<file path="config.mk">
export PLATFORM = sky130hd
export DESIGN_NAME = nearest_ega16_color_quantizer
export DESIGN_NICKNAME = d
export VERILOG_FILES = /design/src/hdl/egaq_pkg.sv /design/src/hdl/egaq_dist.sv /design/src/hdl/egaq_argmin.sv /design/src/hdl/nearest_ega16_color_quantizer.sv
export SDC_FILE = /design/constraint.sdc
export NUM_CORES = 2
export LEC_CHECK = 0
export BUFFER_PORTS_ARGS = -buffer_cell sky130_fd_sc_hd__buf_2
export CORE_AREA = 4 4 451 453
export CTS_BUF_LIST = sky130_fd_sc_hd__clkbuf_8
export CTS_CLUSTER_SIZE = 30
export DETAILED_ROUTE_END_ITERATION = 16
export DIE_AREA = 0 0 455 457
export GPL_TIMING_DRIVEN = 0
export MAX_ROUTING_LAYER = met4
export PLACE_DENSITY = 0.51
export REMOVE_ABC_BUFFERS = 1
export SLEW_MARGIN = 0
export SYNTH_ARGS = -nofsm -noshare
export SYNTH_HDL_FRONTEND = slang
export SYNTH_HIERARCHICAL = 1
export SYNTH_SLANG_ARGS = --single-unit
</file>
<file path="constraint.sdc">
create_clock -name clk -period 48.4 [get_ports clk]
set_clock_uncertainty 0.15 [all_clocks]
set_input_delay 7.26 -clock clk [delete_from_list [all_inputs] [get_ports clk]]
set_output_delay 7.26 -clock clk [all_outputs]
set_load 0.02 [all_outputs]
</file>
<file path="src/hdl/egaq_pkg.sv">
package egaq_pkg;

  localparam int NumEntries = 16;
  localparam int NumLevels  = 4;
  localparam int ChanW      = 8;
  localparam int IdxW       = $clog2(NumEntries);
  localparam int LvlW       = $clog2(NumLevels);
  localparam int SqW        = 2 * ChanW;
  localparam int DistW      = SqW + 2;

  typedef logic [ChanW-1:0] chan_t;
  typedef logic [IdxW-1:0]  idx_t;
  typedef logic [LvlW-1:0]  lvl_t;
  typedef logic [SqW-1:0]   sq_t;
  typedef logic [DistW-1:0] dist_t;

  typedef struct packed {
    chan_t in_red;
    chan_t in_green;
    chan_t in_blue;
  } in_pix_t;

  typedef struct packed {
    chan_t out_red;
    chan_t out_green;
    chan_t out_blue;
    idx_t  palette_index;
  } out_pix_t;

  localparam lvl_t LvlZero = 2'd0;
  localparam lvl_t LvlLow  = 2'd1;
  localparam lvl_t LvlMid  = 2'd2;
  localparam lvl_t LvlFull = 2'd3;

  localparam chan_t LEVELS [NumLevels] = '{8'd0, 8'd85, 8'd170, 8'd255};

  localparam lvl_t PAL_R [NumEntries] = '{
    LvlZero, LvlZero, LvlZero, LvlZero, LvlMid,  LvlMid,  LvlMid,  LvlMid,
    LvlLow,  LvlLow,  LvlLow,  LvlLow,  LvlFull, LvlFull, LvlFull, LvlFull
  };
  localparam lvl_t PAL_G [NumEntries] = '{
    LvlZero, LvlZero, LvlMid,  LvlMid,  LvlZero, LvlZero, LvlLow,  LvlMid,
    LvlLow,  LvlLow,  LvlFull, LvlFull, LvlLow,  LvlLow,  LvlFull, LvlFull
  };
  localparam lvl_t PAL_B [NumEntries] = '{
    LvlZero, LvlMid,  LvlZero, LvlMid,  LvlZero, LvlMid,  LvlZero, LvlMid,
    LvlLow,  LvlFull, LvlLow,  LvlFull, LvlLow,  LvlFull, LvlLow,  LvlFull
  };

  function automatic sq_t sq_diff(chan_t a, chan_t b);
    sq_t d;
    d = SqW'((a >= b) ? (a - b) : (b - a));
    return d * d;
  endfunction

endpackage

</file>
<file path="src/hdl/egaq_dist.sv">
module egaq_dist (
  input  egaq_pkg::in_pix_t pix,
  output egaq_pkg::dist_t   sq_dist [egaq_pkg::NumEntries]
);

  egaq_pkg::sq_t sq_r_l [egaq_pkg::NumLevels];
  egaq_pkg::sq_t sq_g_l [egaq_pkg::NumLevels];
  egaq_pkg::sq_t sq_b_l [egaq_pkg::NumLevels];

  always_comb begin
    for (int l = 0; l < egaq_pkg::NumLevels; l++) begin
      sq_r_l[l] = egaq_pkg::sq_diff(egaq_pkg::LEVELS[l], pix.in_red);
      sq_g_l[l] = egaq_pkg::sq_diff(egaq_pkg::LEVELS[l], pix.in_green);
      sq_b_l[l] = egaq_pkg::sq_diff(egaq_pkg::LEVELS[l], pix.in_blue);
    end
  end

  always_comb begin
    for (int k = 0; k < egaq_pkg::NumEntries; k++) begin
      sq_dist[k] = egaq_pkg::DistW'(sq_r_l[egaq_pkg::PAL_R[k]])
                 + egaq_pkg::DistW'(sq_g_l[egaq_pkg::PAL_G[k]])
                 + egaq_pkg::DistW'(sq_b_l[egaq_pkg::PAL_B[k]]);
    end
  end

endmodule

</file>
<file path="src/hdl/egaq_argmin.sv">
module egaq_argmin (
  input  egaq_pkg::dist_t sq_dist [egaq_pkg::NumEntries],
  output egaq_pkg::idx_t  best_idx
);

  localparam int Depth = egaq_pkg::IdxW;

  egaq_pkg::dist_t d_l   [Depth+1][egaq_pkg::NumEntries];
  egaq_pkg::idx_t  idx_l [Depth+1][egaq_pkg::NumEntries];

  // lower index sits on the left; right wins only when strictly smaller
  always_comb begin
    for (int l = 0; l <= Depth; l++) begin
      for (int i = 0; i < egaq_pkg::NumEntries; i++) begin
        d_l[l][i]   = '0;
        idx_l[l][i] = '0;
      end
    end
    for (int i = 0; i < egaq_pkg::NumEntries; i++) begin
      d_l[0][i]   = sq_dist[i];
      idx_l[0][i] = egaq_pkg::IdxW'(i);
    end
    for (int l = 1; l <= Depth; l++) begin
      for (int i = 0; i < egaq_pkg::NumEntries / 2; i++) begin
        if (i < (egaq_pkg::NumEntries >> l)) begin
          if (d_l[l-1][2*i+1] < d_l[l-1][2*i]) begin
            d_l[l][i]   = d_l[l-1][2*i+1];
            idx_l[l][i] = idx_l[l-1][2*i+1];
          end else begin
            d_l[l][i]   = d_l[l-1][2*i];
            idx_l[l][i] = idx_l[l-1][2*i];
          end
        end
      end
    end
  end

  assign best_idx = idx_l[Depth][0];

endmodule

</file>
<file path="src/hdl/nearest_ega16_color_quantizer.sv">
// Channel  Direction  Handshake             Payload
// in       input      in_valid / in_ready    in_data   (egaq_pkg::in_pix_t)
// out      output     out_valid / out_ready  out_data  (egaq_pkg::out_pix_t)
//
// Two register stages: pixel register, then result register.
// One pixel per cycle sustained while out_ready is high; the distance and
// 16-way minimum tree between the stages set the clock period.
// Synchronous active-low reset clears both valid flags only.
// A stall at out_ready holds a full result stage and a full pixel stage behind it;
// in_ready follows out_ready combinationally.
module nearest_ega16_color_quantizer (
  input  logic                clk,
  input  logic                rst_n,
  input  logic                in_valid,
  output logic                in_ready,
  input  egaq_pkg::in_pix_t   in_data,
  output logic                out_valid,
  input  logic                out_ready,
  output egaq_pkg::out_pix_t  out_data
);

  egaq_pkg::in_pix_t  pix_r, pix_nxt;
  logic               pix_v_r, pix_v_nxt;
  egaq_pkg::out_pix_t res_r, res_nxt;
  logic               res_v_r, res_v_nxt;

  egaq_pkg::dist_t    sq_dist [egaq_pkg::NumEntries];
  egaq_pkg::idx_t     best_idx;
  logic               res_ready;

  egaq_dist u_dist (
    .pix     (pix_r),
    .sq_dist (sq_dist)
  );

  egaq_argmin u_argmin (
    .sq_dist  (sq_dist),
    .best_idx (best_idx)
  );

  assign res_ready = !res_v_r || out_ready;
  assign in_ready  = !pix_v_r || res_ready;

  always_comb begin
    pix_nxt   = pix_r;
    pix_v_nxt = pix_v_r;
    res_nxt   = res_r;
    res_v_nxt = res_v_r;
    if (res_ready) begin
      res_v_nxt = pix_v_r;
      res_nxt.out_red       = egaq_pkg::LEVELS[egaq_pkg::PAL_R[best_idx]];
      res_nxt.out_green     = egaq_pkg::LEVELS[egaq_pkg::PAL_G[best_idx]];
      res_nxt.out_blue      = egaq_pkg::LEVELS[egaq_pkg::PAL_B[best_idx]];
      res_nxt.palette_index = best_idx;
    end
    if (in_ready) begin
      pix_v_nxt = in_valid;
      pix_nxt   = in_data;
    end
  end

  always_ff @(posedge clk) begin
    if (!rst_n) begin
      pix_v_r <= 1'b0;
      res_v_r <= 1'b0;
    end else begin
      pix_v_r <= pix_v_nxt;
      res_v_r <= res_v_nxt;
    end
  end

  always_ff @(posedge clk) begin
    pix_r <= pix_nxt;
    res_r <= res_nxt;
  end

  assign out_valid = res_v_r;
  assign out_data  = res_r;

endmodule

</file>
==> metrics.cfg <==
[worst_hold_path]
min_path_type = reg -> reg

[layout]
drive_gt1_frac = 0.0320
regArea_um2 = 941
fillers = 21100
final_cell_mix = inv_1, ha_1, fa_1
multi_input_area_mm2 = 0.0518
nets = 9133
mostFrequentLayoutCell = inv_1
syn_to_final_growth_pct = 5.77

[drt]
drc = 0
via_per_inst = 4.74
dr.pass1.iters = 7
ant_nets = 0
routed_wl_um = 163000
via_count = 46900
drtIter0Drc = 2360
avgRoutedWirePerCell_um = 16.5

[setup_path]
critPathArrivalTime_ns = 23.16
end_kind = flop
crit_type = reg -> reg
critical_path.most_common_cell = inv_1
slowest_delay_ns = 0.97
path_max_fanout = 37
critPathSlowestCell = xnor2_1
cp.required_ns = 48.35
cp-start-kind = flop

[sta]
max_freq_ghz = 0.0431
worst_slew_pin_slew_ns = 1.31
report.final.slew_viol_count = 0
finalHoldViolCount = 0
fin_crit_ns = 23.21
slew_headroom = 0.123
setup_viol = 0
period_share = 0.480
rsz0062_at_grt = false
finalSetupTns_ns = 0

[floorplan]
die_h_um = 457
die_area_mm2 = 0.208
row_count = 164
core_mm2 = 0.199
initial_utilization = 0.298
ioPinCount = 58
die_x_um = 455

[synth]
synthArstFlopShare = 0
synth_ff_type = edfxtp_1
syn_area_mm2 = 0.0595
ys_seq_area_frac = 0.0158
ys_types = 100
ys_warn_count = 6
synth_edf_count = 30
synth.avg_cell_area_um2 = 8.19
ys_ff_latch = 32
syn_inst = 7256

[placement]
hpwl_um = 146000
numPortBuffers = 57
globalplace.congestion = 0.902

[clocking]
cts_hold_buf = 0
tritoncts = done
cts_root_buffer = clkbuf_8
clkSinkCount = 32
cts_resized = 0
path_clk_slew_ns = 0.09
clk-insertion-delay-late_ns = 0.34
cts_setup_buffers = 0
cts_buffers = 5
ctsHtreeMaxLevel = 2
cts_buffer_depth = 2

[run_status]
status = finished, final reports clean

[global_routing]
grt_pass1_vias = 47800
grt_overflow = 0
grt_max_degree = 38
grt_usage = 0.162
grt_pass1_wl_um = 262000
antenna_found_initial = 3

[job]
max-cap-violations = 0

[Yosys cell counts, types with 22 or more instances]
cell      number  area (µm²)
xnor2_1      468        4100
nand4_1       50         313
and2_1        25         156
nor4_1        22         138
a21oi_1      414        2070
a21o_1       223        1670
ha_1        1148       14400
nor2_1       573        2150
buf_4         53         398
nand3_1      125         626
edfxtp_1      30         901
a31o_2        25         219
nor3_1       129         646
o211ai_1      33         248
and3_1        37         231
mux2_2        42         473
nor2b_1       63         394
xor2_1       176        1540
inv_1       1645        6170
nand2_1      281        1050
o21ai_0      167         836
clkbuf_1      52         195
o21a_1        55         413
or2_2         42         263
a211oi_1      30         225
fa_1         710       14200
a31oi_1       45         282
mux2i_1      185        1850
o21bai_1      40         300
nand2b_1      52         325
[per-stage QoR]
| step | util | worst slack, ns | cells | cell area (µm²) | hold WS (ns) |
|---|---|---|---|---|---|
| after global placement | 0.314 | 20.33 | 9885 | 62500 | 0.311 |
| after detailed placement | 0.315 | 25.61 | 9896 | 62800 | 0.342 |
| after floorplan | - | 27.72 | 7172 | 58900 | 0.303 |
| final | 0.316 | 25.19 | 9905 | 62900 | 0.360 |
| after global routing | 0.316 | 23.63 | 9905 | 62900 | 0.375 |
| after CTS | 0.316 | 25.45 | 9904 | 62900 | 0.357 |
[flip-flops by register name, indices dropped and copies added, names as in the netlist]
signal,flops
pix_r,24
out_valid,1
pix_v_r,1
out_data,6
[routing by layer]
layer | vias to the layer above | track usage | share of wire
met5 | - | - | 0
met4 | 0 | 0.0520 | 0.037
met3 | 130 | 0.00262 | 0.020
met2 | 698 | 0.275 | 0.48
met1 | 22500 | 0.210 | 0.46
li1 | 23600 | - | -
[cell type report]
type                    count  share of cell area
inverters                1657              0.0989
flip-flops and latches     32              0.0150
well taps                2656              0.0528
multi-input cells        5483               0.824
clock inverters             2            0.000119
repair buffers             68             0.00764
clock buffers               6             0.00131
diodes                      1           0.0000398
[cells by family (layout without fill, tap and decap cells)]
group,Yosys count,in the layout,synth area share
multiplexers,229,229,0.0396
other,2,64,0.000126
AND/OR/NAND/NOR,1459,1459,0.114
XOR/XNOR,649,649,0.0965
flip-flops,32,32,0.0158
adder cells (fa/ha/maj),1858,1858,0.481
buffers and inverters,1802,1733,0.118
AO/OA/AOI/OAI,1225,1225,0.136
[worst max-delay path: cells and delay by family (launching register included)]
family          cells  cell delay (ns)
buf+inv            11             1.44
fa+ha+maj          14             5.83
simple gates       11             2.13
mux                 4             1.79
xor+xnor            4             1.56
flops               1             0.84
compound gates     34             9.20
[final timing paths]
kind	from	end	slack [ns]	depth (start not counted)
max	pix_r[17]	out_data[18]	25.19	78
min	pix_v_r	pix_v_r	0.36	2
max reg2reg	pix_r[17]	out_data[18]	25.19	78
min reg2reg	pix_v_r	pix_v_r	0.36	2
Power is left out: the tool's default activity adds up to more than one toggle a clock period on the data nets, which glitch-free logic cannot reach.
